[config.mk]
export PLATFORM = sky130hd
export DESIGN_NAME = matrix_row_column_scaling_core
export DESIGN_NICKNAME = d
export VERILOG_FILES = /design/src/rtl/mrcs_pkg.sv /design/src/rtl/mrcs_ram.sv /design/src/rtl/mrcs_recip.sv /design/src/rtl/matrix_row_column_scaling_core.sv
export VERILOG_INCLUDE_DIRS = /design/src /design/src/rtl
export SDC_FILE = /design/constraint.sdc
export NUM_CORES = 2
export LEC_CHECK = 0
export BUFFER_PORTS_ARGS = -buffer_cell sky130_fd_sc_hd__buf_2
export CELL_PAD_IN_SITES_DETAIL_PLACEMENT = 0
export CELL_PAD_IN_SITES_GLOBAL_PLACEMENT = 2
export CORE_ASPECT_RATIO = 0.7
export CORE_MARGIN = 2
export CORE_UTILIZATION = 44
export DETAILED_ROUTE_END_ITERATION = 8
export PLACE_DENSITY = 0.85
export REMOVE_ABC_BUFFERS = 1
export SYNTH_ARGS = -nofsm -noshare
export SYNTH_HDL_FRONTEND = slang
export SYNTH_SLANG_ARGS = --single-unit
[constraint.sdc]
create_clock -name clk -period 8.69 [get_ports clk]
set_clock_uncertainty 0.2 [all_clocks]
set_input_delay 2.1725 -clock clk [delete_from_list [all_inputs] [get_ports clk]]
set_output_delay 2.1725 -clock clk [all_outputs]
set_load 0.02 [all_outputs]
[src/rtl/assert_macros.svh]
// Assertion macros shared by the RTL files that check their own behavior.
`ifndef ASSERT_MACROS_SVH
`define ASSERT_MACROS_SVH

// Checks prop at every rising edge of clk while the active-low reset rst_n is released.
`define ASSERT_CLK(lbl, clk, rst_n, prop, msg) \
	lbl: assert property (@(posedge clk) disable iff (!rst_n) (prop)) else $error(msg);

// Checks that cond never holds at a rising edge of clk outside of reset.
`define ASSERT_NEVER(lbl, clk, rst_n, cond, msg) \
	lbl: assert property (@(posedge clk) disable iff (!rst_n) !(cond)) else $error(msg);

`endif

[src/rtl/mrcs_pkg.sv]
// Package with the types and constants of the matrix row and column scaling core.
`timescale 1ns / 1ps
`default_nettype none

package mrcs_pkg;

	localparam int DATA_W = 32;
	localparam int MAG_W  = 31;

	localparam logic [DATA_W-1:0] ONE_Q16 = 32'h0001_0000;
	localparam logic [DATA_W-1:0] SAT_Q16 = 32'hFFFF_FFFF;
	localparam logic [DATA_W-1:0] MIN_ENTRY = 32'h8000_0000;

	// A scale s is far from 1.0 when 10 * |s - 1.0| exceeds 1.0, that is when the
	// distance is above 6553 LSBs: s below 58983 or s above 72089.
	localparam logic [DATA_W-1:0] FAR_LO_Q16 = 32'd58983;
	localparam logic [DATA_W-1:0] FAR_HI_Q16 = 32'd72089;

	localparam int RECIP_STEPS = 32;
	localparam int STEP_W = 6;

	typedef enum logic [3:0] {
		S_IDLE,
		S_UPDATE,
		S_SCAN_RD,
		S_ROW_GO,
		S_ROW_WAIT,
		S_COL_GO,
		S_COL_WAIT,
		S_EMIT_RD,
		S_EMIT
	} state_t;

	typedef struct packed {
		logic              done;
		logic [DATA_W-1:0] quotient;
	} recip_rsp_t;

endpackage

`default_nettype wire

[src/rtl/mrcs_ram.sv]
// Single-port memory with a registered read, holding peaks and then scales.
`timescale 1ns / 1ps
`default_nettype none

module mrcs_ram #(
	parameter int DEPTH = 16,
	parameter int WIDTH = 32
) (
	input  wire logic                                   clk,
	input  wire logic                                   wr_en,
	input  wire logic [(DEPTH > 1 ? $clog2(DEPTH) : 1)-1:0] addr,
	input  wire logic [WIDTH-1:0]                       wr_data,
	output logic      [WIDTH-1:0]                       rd_data
);

	logic [WIDTH-1:0] mem_q [DEPTH];

	always_ff @(posedge clk) begin
		if (wr_en) begin
			mem_q[addr] <= wr_data;
		end
		rd_data <= mem_q[addr];
	end

endmodule

`default_nettype wire

[src/rtl/mrcs_recip.sv]
// Bit-serial reciprocal unit: floor(2^32 / peak) in unsigned Q16.16 (1.0 for a zero peak), one quotient bit a cycle.
`timescale 1ns / 1ps
`default_nettype none

module mrcs_recip import mrcs_pkg::*; (
	input  wire logic             clk,
	input  wire logic             arst_n,
	input  wire logic             start,
	input  wire logic [MAG_W-1:0] operand,
	output recip_rsp_t            rsp
);

	logic [DATA_W-1:0] rem_q;
	logic [MAG_W-1:0]  div_q;
	logic [DATA_W-1:0] quo_q;
	logic [STEP_W-1:0] cnt_q;
	logic              run_q;
	logic              done_q;
	logic [DATA_W-1:0] shifted;
	logic              fits;

	// The remainder stays below the divisor, which is below 2^31, so the shift never overflows.
	assign shifted = {rem_q[DATA_W-2:0], 1'b0};
	assign fits    = shifted >= {1'b0, div_q};

	always_ff @(posedge clk or negedge arst_n) begin
		if (!arst_n) begin
			run_q  <= 1'b0;
			done_q <= 1'b0;
			cnt_q  <= '0;
		end else begin
			done_q <= 1'b0;
			if (start) begin
				if (operand == '0 || operand == MAG_W'(1)) begin
					run_q  <= 1'b0;
					done_q <= 1'b1;
				end else begin
					run_q <= 1'b1;
					cnt_q <= STEP_W'(RECIP_STEPS);
				end
			end else if (run_q) begin
				cnt_q <= cnt_q - STEP_W'(1);
				if (cnt_q == STEP_W'(1)) begin
					run_q  <= 1'b0;
					done_q <= 1'b1;
				end
			end
		end
	end

	always_ff @(posedge clk) begin
		if (start) begin
			div_q <= operand;
			// Quotient bit 32 is set only for a divisor of one, which saturates.
			rem_q <= DATA_W'(1);
			if (operand == '0) begin
				quo_q <= ONE_Q16;
			end else if (operand == MAG_W'(1)) begin
				quo_q <= SAT_Q16;
			end else begin
				quo_q <= '0;
			end
		end else if (run_q) begin
			if (fits) begin
				rem_q <= shifted - {1'b0, div_q};
			end else begin
				rem_q <= shifted;
			end
			quo_q <= {quo_q[DATA_W-2:0], fits};
		end
	end

	assign rsp.done     = done_q;
	assign rsp.quotient = quo_q;

endmodule

`default_nettype wire

[src/rtl/matrix_row_column_scaling_core.sv]
// Top level of the matrix row and column scaling core: sequencer, peak stores and outputs.
//
//  Channel   Handshake                      Payload
//  -------   ----------------------------   ----------------------------------------------
//  entry     start, busy                    matrix_entry
//  config    cfg_valid, cfg_ready           cfg_data (matrix_size)
//  result    result_strobe                  scale_index, row_scale, column_scale,
//                                           rescale_flag, last_result
//
// For each matrix entry the row and column peaks are read in S_IDLE and written back in
// S_UPDATE. After the last entry, each index k takes a read state plus two passes of the
// serial reciprocal unit (row peak, then column peak, each up to a 32-step divide loop), and
// the n results then follow, with S_EMIT_RD and S_EMIT alternating so no two are adjacent.
// Reset (arst_n low) sets n to MAX_SIZE and marks every peak as zero; no clearing pass runs.
// The receiver cannot stall: each result is valid for exactly the one strobe cycle.
`timescale 1ns / 1ps
`default_nettype none
`include "assert_macros.svh"

module matrix_row_column_scaling_core import mrcs_pkg::*; #(
	parameter int MAX_SIZE = 16
) (
	input  wire logic              clk,
	input  wire logic              arst_n,
	input  wire logic              start,
	output logic                   busy,
	input  wire logic signed [31:0] matrix_entry,
	input  wire logic              cfg_valid,
	output logic                   cfg_ready,
	input  wire logic [4:0]        cfg_data,
	output logic                   result_strobe,
	output logic [3:0]             scale_index,
	output logic [31:0]            row_scale,
	output logic [31:0]            column_scale,
	output logic                   rescale_flag,
	output logic                   last_result
);

	localparam int IDX_W = (MAX_SIZE > 1) ? $clog2(MAX_SIZE) : 1;

	state_t state_q, state_d;

	// Matrix position of the next entry, scan index and the active last index n-1.
	logic [IDX_W-1:0] row_q, col_q, k_q, last_idx_q;
	logic [MAX_SIZE-1:0] row_vld_q, col_vld_q;
	logic [MAG_W-1:0] mag_q;
	logic needed_q;

	logic cfg_wr;
	logic accept;
	logic last_entry;
	logic last_k;

	logic [IDX_W-1:0] row_addr, col_addr;
	logic [DATA_W-1:0] row_rd, col_rd;
	logic [DATA_W-1:0] row_cur, col_cur;
	logic row_wr, col_wr;
	logic [DATA_W-1:0] row_wdata, col_wdata;

	logic div_start;
	logic [MAG_W-1:0] div_operand;
	recip_rsp_t div_rsp;
	logic div_far;

	logic [MAG_W-1:0] entry_mag;

	assign cfg_ready  = 1'b1;
	assign cfg_wr     = cfg_valid && cfg_ready;
	assign accept     = start && !busy;
	assign last_entry = (row_q == last_idx_q) && (col_q == last_idx_q);
	assign last_k     = (k_q == last_idx_q);

	// The most negative entry has no positive twin in 32 bits, so its magnitude saturates.
	always_comb begin
		if (!matrix_entry[31]) begin
			entry_mag = matrix_entry[MAG_W-1:0];
		end else if (matrix_entry == MIN_ENTRY) begin
			entry_mag = '1;
		end else begin
			entry_mag = MAG_W'(~matrix_entry + 32'sd1);
		end
	end

	// A location whose valid bit is clear reads as a zero peak.
	assign row_cur = row_vld_q[row_addr] ? row_rd : '0;
	assign col_cur = col_vld_q[col_addr] ? col_rd : '0;

	assign div_far = (div_rsp.quotient < FAR_LO_Q16) || (div_rsp.quotient > FAR_HI_Q16);

	// Next-state logic of the sequencer.
	always_comb begin
		state_d = state_q;
		unique case (state_q)
			S_IDLE: begin
				if (accept) begin
					state_d = S_UPDATE;
				end
			end
			S_UPDATE: begin
				state_d = last_entry ? S_SCAN_RD : S_IDLE;
			end
			S_SCAN_RD:  state_d = S_ROW_GO;
			S_ROW_GO:   state_d = S_ROW_WAIT;
			S_ROW_WAIT: begin
				if (div_rsp.done) begin
					state_d = S_COL_GO;
				end
			end
			S_COL_GO:   state_d = S_COL_WAIT;
			S_COL_WAIT: begin
				if (div_rsp.done) begin
					state_d = last_k ? S_EMIT_RD : S_SCAN_RD;
				end
			end
			S_EMIT_RD:  state_d = S_EMIT;
			S_EMIT: begin
				state_d = last_k ? S_IDLE : S_EMIT_RD;
			end
			default:    state_d = S_IDLE;
		endcase
	end

	// Output and datapath control decoded from the state.
	always_comb begin
		busy        = 1'b1;
		row_addr    = k_q;
		col_addr    = k_q;
		row_wr      = 1'b0;
		col_wr      = 1'b0;
		row_wdata   = div_rsp.quotient;
		col_wdata   = div_rsp.quotient;
		div_start   = 1'b0;
		div_operand = row_cur[MAG_W-1:0];
		result_strobe = 1'b0;
		unique case (state_q)
			S_IDLE: begin
				busy     = 1'b0;
				row_addr = row_q;
				col_addr = col_q;
			end
			S_UPDATE: begin
				row_addr  = row_q;
				col_addr  = col_q;
				row_wdata = {1'b0, mag_q};
				col_wdata = {1'b0, mag_q};
				row_wr    = {1'b0, mag_q} > row_cur;
				col_wr    = {1'b0, mag_q} > col_cur;
			end
			S_ROW_GO: begin
				div_start   = 1'b1;
				div_operand = row_cur[MAG_W-1:0];
			end
			S_ROW_WAIT: begin
				row_wr = div_rsp.done;
			end
			S_COL_GO: begin
				div_start   = 1'b1;
				div_operand = col_cur[MAG_W-1:0];
			end
			S_COL_WAIT: begin
				col_wr = div_rsp.done;
			end
			S_EMIT: begin
				result_strobe = 1'b1;
			end
			default: begin
			end
		endcase
	end

	always_ff @(posedge clk or negedge arst_n) begin
		if (!arst_n) begin
			state_q    <= S_IDLE;
			row_q      <= '0;
			col_q      <= '0;
			k_q        <= '0;
			last_idx_q <= IDX_W'(MAX_SIZE - 1);
			row_vld_q  <= '0;
			col_vld_q  <= '0;
			needed_q   <= 1'b0;
		end else if (cfg_wr) begin
			// A size write restarts the matrix from a clean slate.
			state_q   <= S_IDLE;
			row_q     <= '0;
			col_q     <= '0;
			k_q       <= '0;
			row_vld_q <= '0;
			col_vld_q <= '0;
			needed_q  <= 1'b0;
			if (cfg_data == 5'd0) begin
				last_idx_q <= '0;
			end else if (int'(cfg_data) > MAX_SIZE) begin
				last_idx_q <= IDX_W'(MAX_SIZE - 1);
			end else begin
				last_idx_q <= IDX_W'(cfg_data - 5'd1);
			end
		end else begin
			state_q <= state_d;
			if (row_wr) begin
				row_vld_q[row_addr] <= 1'b1;
			end
			if (col_wr) begin
				col_vld_q[col_addr] <= 1'b1;
			end
			unique case (state_q)
				S_UPDATE: begin
					if (col_q == last_idx_q) begin
						col_q <= '0;
						row_q <= (row_q == last_idx_q) ? '0 : row_q + IDX_W'(1);
					end else begin
						col_q <= col_q + IDX_W'(1);
					end
					k_q      <= '0;
					needed_q <= 1'b0;
				end
				S_ROW_WAIT: begin
					if (div_rsp.done && div_far) begin
						needed_q <= 1'b1;
					end
				end
				S_COL_WAIT: begin
					if (div_rsp.done) begin
						if (div_far) begin
							needed_q <= 1'b1;
						end
						k_q <= last_k ? '0 : k_q + IDX_W'(1);
					end
				end
				S_EMIT: begin
					if (last_k) begin
						// The matrix is done: every peak reads as zero again.
						row_vld_q <= '0;
						col_vld_q <= '0;
						k_q       <= '0;
					end else begin
						k_q <= k_q + IDX_W'(1);
					end
				end
				default: begin
				end
			endcase
		end
	end

	always_ff @(posedge clk) begin
		if (accept) begin
			mag_q <= entry_mag;
		end
	end

	mrcs_ram #(
		.DEPTH (MAX_SIZE),
		.WIDTH (DATA_W)
	) u_row_ram (
		.clk     (clk),
		.wr_en   (row_wr),
		.addr    (row_addr),
		.wr_data (row_wdata),
		.rd_data (row_rd)
	);

	mrcs_ram #(
		.DEPTH (MAX_SIZE),
		.WIDTH (DATA_W)
	) u_col_ram (
		.clk     (clk),
		.wr_en   (col_wr),
		.addr    (col_addr),
		.wr_data (col_wdata),
		.rd_data (col_rd)
	);

	// One shared serial divider turns every row and column peak into its scale.
	mrcs_recip u_recip (
		.clk     (clk),
		.arst_n  (arst_n),
		.start   (div_start),
		.operand (div_operand),
		.rsp     (div_rsp)
	);

	// By the emit phase both stores hold scales at every index up to n-1.
	assign scale_index    = 4'(k_q);
	assign row_scale      = row_rd;
	assign column_scale   = col_rd;
	assign rescale_flag   = needed_q;
	assign last_result    = last_k;

	// An accepted entry keeps the block busy for its write-back cycle.
	`ASSERT_CLK(a_accept_busy, clk, arst_n, (start && !busy && !cfg_valid) |=> busy, "accept did not set busy")
	// Results are only delivered while the block is busy with a matrix.
	`ASSERT_NEVER(a_strobe_idle, clk, arst_n, result_strobe && !busy, "result strobe while idle")
	// Two results never come in adjacent cycles.
	`ASSERT_CLK(a_strobe_gap, clk, arst_n, result_strobe |=> !result_strobe, "back-to-back result strobes")
	// After the final result the block returns to idle.
	`ASSERT_CLK(a_last_idle, clk, arst_n, (result_strobe && last_result) |=> !busy, "busy after last result")

endmodule

`default_nettype wire
Yosys cells after proc, flatten, opt, wreduce, memory -nomap -nowiden. Memory sizes are Yosys's and may differ from the RTL's. A register that Yosys moved wholly into a read port is not among the register bits. Cells that the tools add are included.

Muxes and demuxes: 75. Divide/modulo/power cells: 0. Reduce and logical (&&, ||, !) cells: 22. Shift-type cells: 0. Magnitude comparators: 10. $mul: 0. Equal/unequal tests: 20. Bitwise gates (word level): 3. $add $sub $neg: 7.

Operators by type and width (count): 32-bit two-way mux (7); 16-bit two-way mux (8); 31-bit two-way mux (4); 4-bit two-way mux (18); 31-bit by 32-bit > comparator with 1-bit output (2); 4-bit one-hot mux with 9 select lines (1); 32-bit == test (second input constant) (1); 32-bit by 31-bit >= comparator with 1-bit output (1); 32-bit by 17-bit > comparator with 1-bit output (second input constant) (1); 32-bit by 16-bit less-than comparator with 1-bit output (second input constant) (1); 16-bit OR (2); 31-bit by 2-bit adder with 31-bit output (second input constant) (1); 31-bit by 1-bit == test with 1-bit output (second input constant) (1); 31-bit logical NOT (1); 31-bit NOT (1); 31-bit subtractor (1); 1-bit two-way mux (23); 6-bit two-way mux (3); 4-bit by 3-bit == test with 1-bit output (second input constant) (4); 4-bit by 1-bit adder with 4-bit output (second input constant) (3); 4-bit == test (3); 4-bit one-hot mux with 3 select lines (1); 4-bit by 5-bit less-than comparator with 1-bit output (second input constant) (2); 3-bit != test (second input constant) (3); 26 further kinds (44).

Bits in latches: 0. Flip-flop bits (word level): 186. RAM bits: 1024. Memories kept: 2. ROM bits: 0. Logic and storage cells: 154. Output and inout port bits: 73. Input bits: 41.

Memories: u_col_ram.mem_q (depth 16, bits a word 32, read ports 1, clocked after memory_dff 1, write ports 1, line mrcs_ram.sv:16) `logic [WIDTH-1:0] mem_q [DEPTH];`; u_row_ram.mem_q (depth 16, bits a word 32, read ports 1, clocked after memory_dff 1, write ports 1, line mrcs_ram.sv:16).

Longest topological paths before layout.
Depth after elaboration: 12. Depth in mapped cells: 21. Mapped depth without buffers: 17.

Cells and area by module. A second synthesis with hierarchy kept.

Cell total of the unflattened synthesis: 3183. Area, all modules: 53090.9 um^2.

Modules (own cells, without submodules): mrcs_ram (seq. area each 16015.4 um^2, cells an instance 840, times used 2, area each 19862.8 um^2); matrix_row_column_scaling_core (seq. area each 2262.2 um^2, cells an instance 882, times used 1, area each 7597.3 um^2); mrcs_recip (seq. area each 2712.6 um^2, cells an instance 621, times used 1, area each 5768.0 um^2).

Least setup slack after synthesis. Ideal clock, no wire load.

Kind: flip-flop to flip-flop. Start point: reg state_q[3]. End point: mem u_row_ram.mem_q[0][0] (enable). Period minus slack after synthesis: 7646 ps. Slack: 1044 ps. Arrival: 6941 ps. Required time: 7985 ps. Stages on the path, launching flop included: 20. Path buffers: 3. Setup time: 505 ps. Path through: dfrtp_1 > buf_2 > o31a_1 > a21oi_2 > mux2i_1 > mux4_2 > nor2_1 > or2_2 > buf_2 > clkbuf_1 > nand2_1 > ha_1 > nand4_1 > nor2_1 > and4_1 > a221o_1 > a211oi_1 > o21ai_0 > nand3_1 > nor4_1.

Word-level cells in the longest chain between the ends: 10. Elaborated cells between the ends (all ways): 12. Those cells by class: 1 x order compare; 2 x eq/ne; 7 x mux; 2 x reduce/logical.

Ends and longest elaborated chain: start, declared (line matrix_row_column_scaling_core.sv:41) `state_t state_q, state_d;`; start signal, assigned (line matrix_row_column_scaling_core.sv:198) `state_q <= state_d;`; 4-bit by 1-bit == test with 1-bit output / 4-bit logical NOT (equally long branches) (line matrix_row_column_scaling_core.sv:135) `unique case (state_q)`; 2-bit OR reduction (no line); 4-bit two-way mux (line matrix_row_column_scaling_core.sv:135); 1-bit binary-select mux with 4-bit select (line matrix_row_column_scaling_core.sv:85) `assign row_cur = row_vld_q[row_addr] ? row_rd : '0;`; 1-bit two-way mux (not written as such) (line matrix_row_column_scaling_core.sv:85); 32-bit two-way mux (line matrix_row_column_scaling_core.sv:85); 31-bit by 32-bit > comparator with 1-bit output (line matrix_row_column_scaling_core.sv:146) `row_wr = {1'b0, mag_q} > row_cur;`; 1-bit one-hot mux with 2 select lines (line matrix_row_column_scaling_core.sv:135); 1-bit two-way mux (line mrcs_ram.sv:19) `if (wr_en) begin`; 1-bit two-way mux (not written as such) (line mrcs_ram.sv:20) `mem_q[addr] <= wr_data;`; end, declared (line mrcs_ram.sv:16).

Parallel ways exist; a longest one is shown, timed or not. The select of a mux whose other input is x is not followed.

Worst setup path after layout.
Start point: reg state_q[3]. End point: mem u_col_ram.mem_q[1][16] (enable).

Word-level cells in the longest chain between the ends: 10. Elaborated cells between the ends (all ways): 12. Those cells by class: 1 x order compare; 2 x eq/ne; 7 x mux; 2 x reduce/logical.

Ends and longest elaborated chain: 4-bit by 1-bit == test with 1-bit output / 4-bit logical NOT (equally long branches) (line matrix_row_column_scaling_core.sv:135); 2-bit OR reduction (no line); 4-bit two-way mux (line matrix_row_column_scaling_core.sv:135); 1-bit binary-select mux with 4-bit select (line matrix_row_column_scaling_core.sv:86) `assign col_cur = col_vld_q[col_addr] ? col_rd : '0;`; 1-bit two-way mux (not written as such) (line matrix_row_column_scaling_core.sv:86); 32-bit two-way mux (line matrix_row_column_scaling_core.sv:86); 31-bit by 32-bit > comparator with 1-bit output (line matrix_row_column_scaling_core.sv:147) `col_wr = {1'b0, mag_q} > col_cur;`; 1-bit one-hot mux with 2 select lines (line matrix_row_column_scaling_core.sv:135); 1-bit two-way mux (line mrcs_ram.sv:19); 1-bit two-way mux (not written as such) (line mrcs_ram.sv:20); end, declared (line mrcs_ram.sv:16).

Parallel ways exist; a longest one is shown, timed or not. The select of a mux whose other input is x is not followed.

==> impl_metrics.toml <==
[placement]
pre_cts_slack_ns = 1.43
io_buffers = 112
hpwlAfterDp_mm = 103
dp_cells = 6062
gp_congestion = 0.878

[clock_network]
cts_sinks = 1274
post_cts_resized = 0
htree_levels = 3
clk_pin_slew_worst_paths_ns = 0.07
tritoncts = "built"
postCtsHoldBufs = 0
cts_buffers = 119
cts-root-buf = "clkbuf_16"
worstSkewPairLatency_ns = 0.76
cts_buffer_depth = 3
cts_setup_buffers = 0

[synthesis]
ys_seq_area_frac = 0.681
syn_area_per_cell_sq_um = 12.0
yosys.area_share.xor_xnor = 0.0110
syn-cell-area_sq_um = 54300
synth_fa_ha_area_frac = 0.0238
yosys_register_bits = 1274
ys_top_cells_by_area = "edfxtp_1, nand2_1, dfxtp_1"
async_flop_share = 0.0479
synth_edf_count = 1118
synth_compound_area_frac = 0.0924
synthFlopType = "edfxtp_1"
yosys.area.top_type_share = 0.618
yosys_warnings = 0
muxShareOfSynthArea = 0.00793
synth_area_leader_cell = "edfxtp_1"
synth_simple_gate_area_share = 0.158
yosysUniqueCellTypes = 83
synth_top_family_by_area = "simple AND/OR/NAND/NOR gates"
syn_inst = 4519

[timing]
finalSetupTns_ns = 0
min_period_ns = 7.49
setup_violations = 0
max_freq_mhz = 133
slew_viol_final = 0
worst_slack_ns = 1.20
relSlewSlack = 0.262
rsz0062_at_grt = "no"
timing.final.crit_share = 0.862
worst_pin_slew_ns = 1.10
hold_viol_final = 0

[run]
maxCapViolations = 0

[detailed_routing]
drt-initial-drc-count = 4285
first_pass_iters = 7
viasPerCell = 5.89
wl_per_cell_um = 26.2
drc = 0
routed_wl_mm = 165
num_vias = 37100
ant_nets = 0

[setup_path]
cp_max_fo = 58
cp-end-kind = "register"
critPathRequiredTime_ns = 8.85
rrSetupSlack_ns = 1.20
crit_path_frequent_cell = "nand2_1"
crit_buf_inv = 1
r2r-start = "state_q[3]"
crit_arrival_ns = 7.65
cpMaxStageDelayCell = "and3_2"
critical-path-top-delay-family = "simple AND/OR/NAND/NOR gates"
cpPeakStageDelay_ns = 0.86
r2r_cells = 18
path_cells = "o31a_1 -> a21o_4 -> mux4_2 -> nand2_1 -> a211oi_2 -> or2_1 -> buf_4 -> nand2_1 -> ha_1 -> and4_1 -> nand3_1 -> nor3_1 -> nand2_1 -> o221ai_1 -> a21o_1 -> a32oi_2 -> nor3_1 -> and3_2"
crit_path_start_kind = "register"
critPathKind = "reg2reg"
rr_endpoint = "u_col_ram.mem_q[1][16]"

[global_routing]
overflow = 0
grt_pass1_wl_mm = 241
antenna_found_initial = 21
grt_use_total = 0.257
grt_start_max_net_pins = 164
grt_pass1_vias = 34500

[min_path]
whs_endpoint = "col_vld_q[14]"
holdPathStages = 1
hp-start = "col_vld_q[14]"
worstHoldPathType = "reg2reg"

[final_layout]
layout_commonest_cell = "nand2_1"
final_nets = 4690
stdcell_count = 6294
layout_common_cells = "nand2_1, edfxtp_1, nand3_1, a311oi_1, and3_1"
filler_cell_count = 10700
syn_to_final_growth_pct = 11.8
drive_above_1_share = 0.102

[power]
p_total_mw = 15.1
power.leakage_nw = 21.9
max-vdd-ir-drop_mv = 0.186
power_density_nw_per_um2 = 249

[floorplanning]
fp-row-count = 107
die_y_um = 298
start_util = 0.445
core_area_sq_um = 122000
io_pins = 114
dieArea_sq_um = 126000
die_w_um = 424

[run_status]
status = "finished, final reports clean"
## per-layer routing
metal | vias to the layer above | share of wire | global-route usage
met3 | 183 | 0.087 | 0.0540
li1 | 16800 | - | -
met1 | 18600 | 0.47 | 0.404
met4 | 0 | 0.019 | 0.0534
met2 | 1562 | 0.43 | 0.365
met5 | - | 0 | 0
## logic make-up after synthesis
kind of cell | after synthesis
and+or+nand+nor | 1966
DFF | 1274
AOI/OAI and AO/OA | 717
buffers and inverters | 350
adders and majority gates | 103
xor gates and xnor gates | 68
muxes | 40
other | 1
## synthesized netlist by cell type (60+ instances only)
master and number:
dfxtp_1 95, clkbuf_1 247, nand3_1 305, a31oi_1 76, a21o_1 67, and3_1 147, edfxtp_1 1118, inv_1 60
nand2_1 1284, o21ai_0 110, a21oi_1 144, ha_1 100, a311oi_1 193
## power by group
group	leakage, nW	internal [mW]	switching (mW)
clock	1.86	2.85	2.34
sequential	11.7	7.21	0.372
combinational	8.27	0.738	1.63
## stage by stage
step / hold WS [ns] / util / area [sq um]
after detailed placement: 0.272 / 0.466 / 56900
final: 0.284 / 0.497 / 60700
after CTS: 0.283 / 0.497 / 60700
after floorplan: 0.242 / - / 53200
after global routing: 0.295 / 0.497 / 60700
after global placement: 0.269 / 0.466 / 56900
## final cells by class
type,instances,area (sq um),area share
diodes,6,15.0,0.000247
well taps,1635,2050,0.0337
clock inverters,48,479,0.00789
clock buffers,178,3370,0.0555
flip-flops and latches,1274,37000,0.609
inverters,60,225,0.00371
multi-input cells,2895,16300,0.268
repair buffers,198,1290,0.0213
## worst max path at each step
stage / depth (start not counted) / slack, ns / endpoint / startpoint
after detailed placement: 18 / 1.43 / u_col_ram.mem_q[9][17] / state_q[3]
after global placement: 18 / 1.49 / u_col_ram.mem_q[1][16] / state_q[3]
after CTS: 18 / 1.39 / u_col_ram.mem_q[9][5] / state_q[3]
after floorplan: 15 / -8.85 / u_row_ram.mem_q[0][0] / state_q[3]
after global routing: 18 / 0.74 / u_col_ram.mem_q[1][5] / state_q[3]
final: 18 / 1.20 / u_col_ram.mem_q[1][16] / state_q[3]
## flip-flops by register name, indices dropped and copies added (netlist names)
signal             cells
col_q                  4
scale_index            4
last_idx_q             4
u_col_ram.rd_data     32
rescale_flag           1
u_recip.rem_q         31
u_row_ram.rd_data     32
state_q                4
u_recip.cnt_q          6
row_q                  4
u_recip.run_q          1
u_recip.quo_q         32
u_recip.div_q         31
row_vld_q             16
mag_q                 31
u_recip.done_q         1
col_vld_q             16
u_row_ram.mem_q      512
u_col_ram.mem_q      512
(Power assumes the default switching activity.)
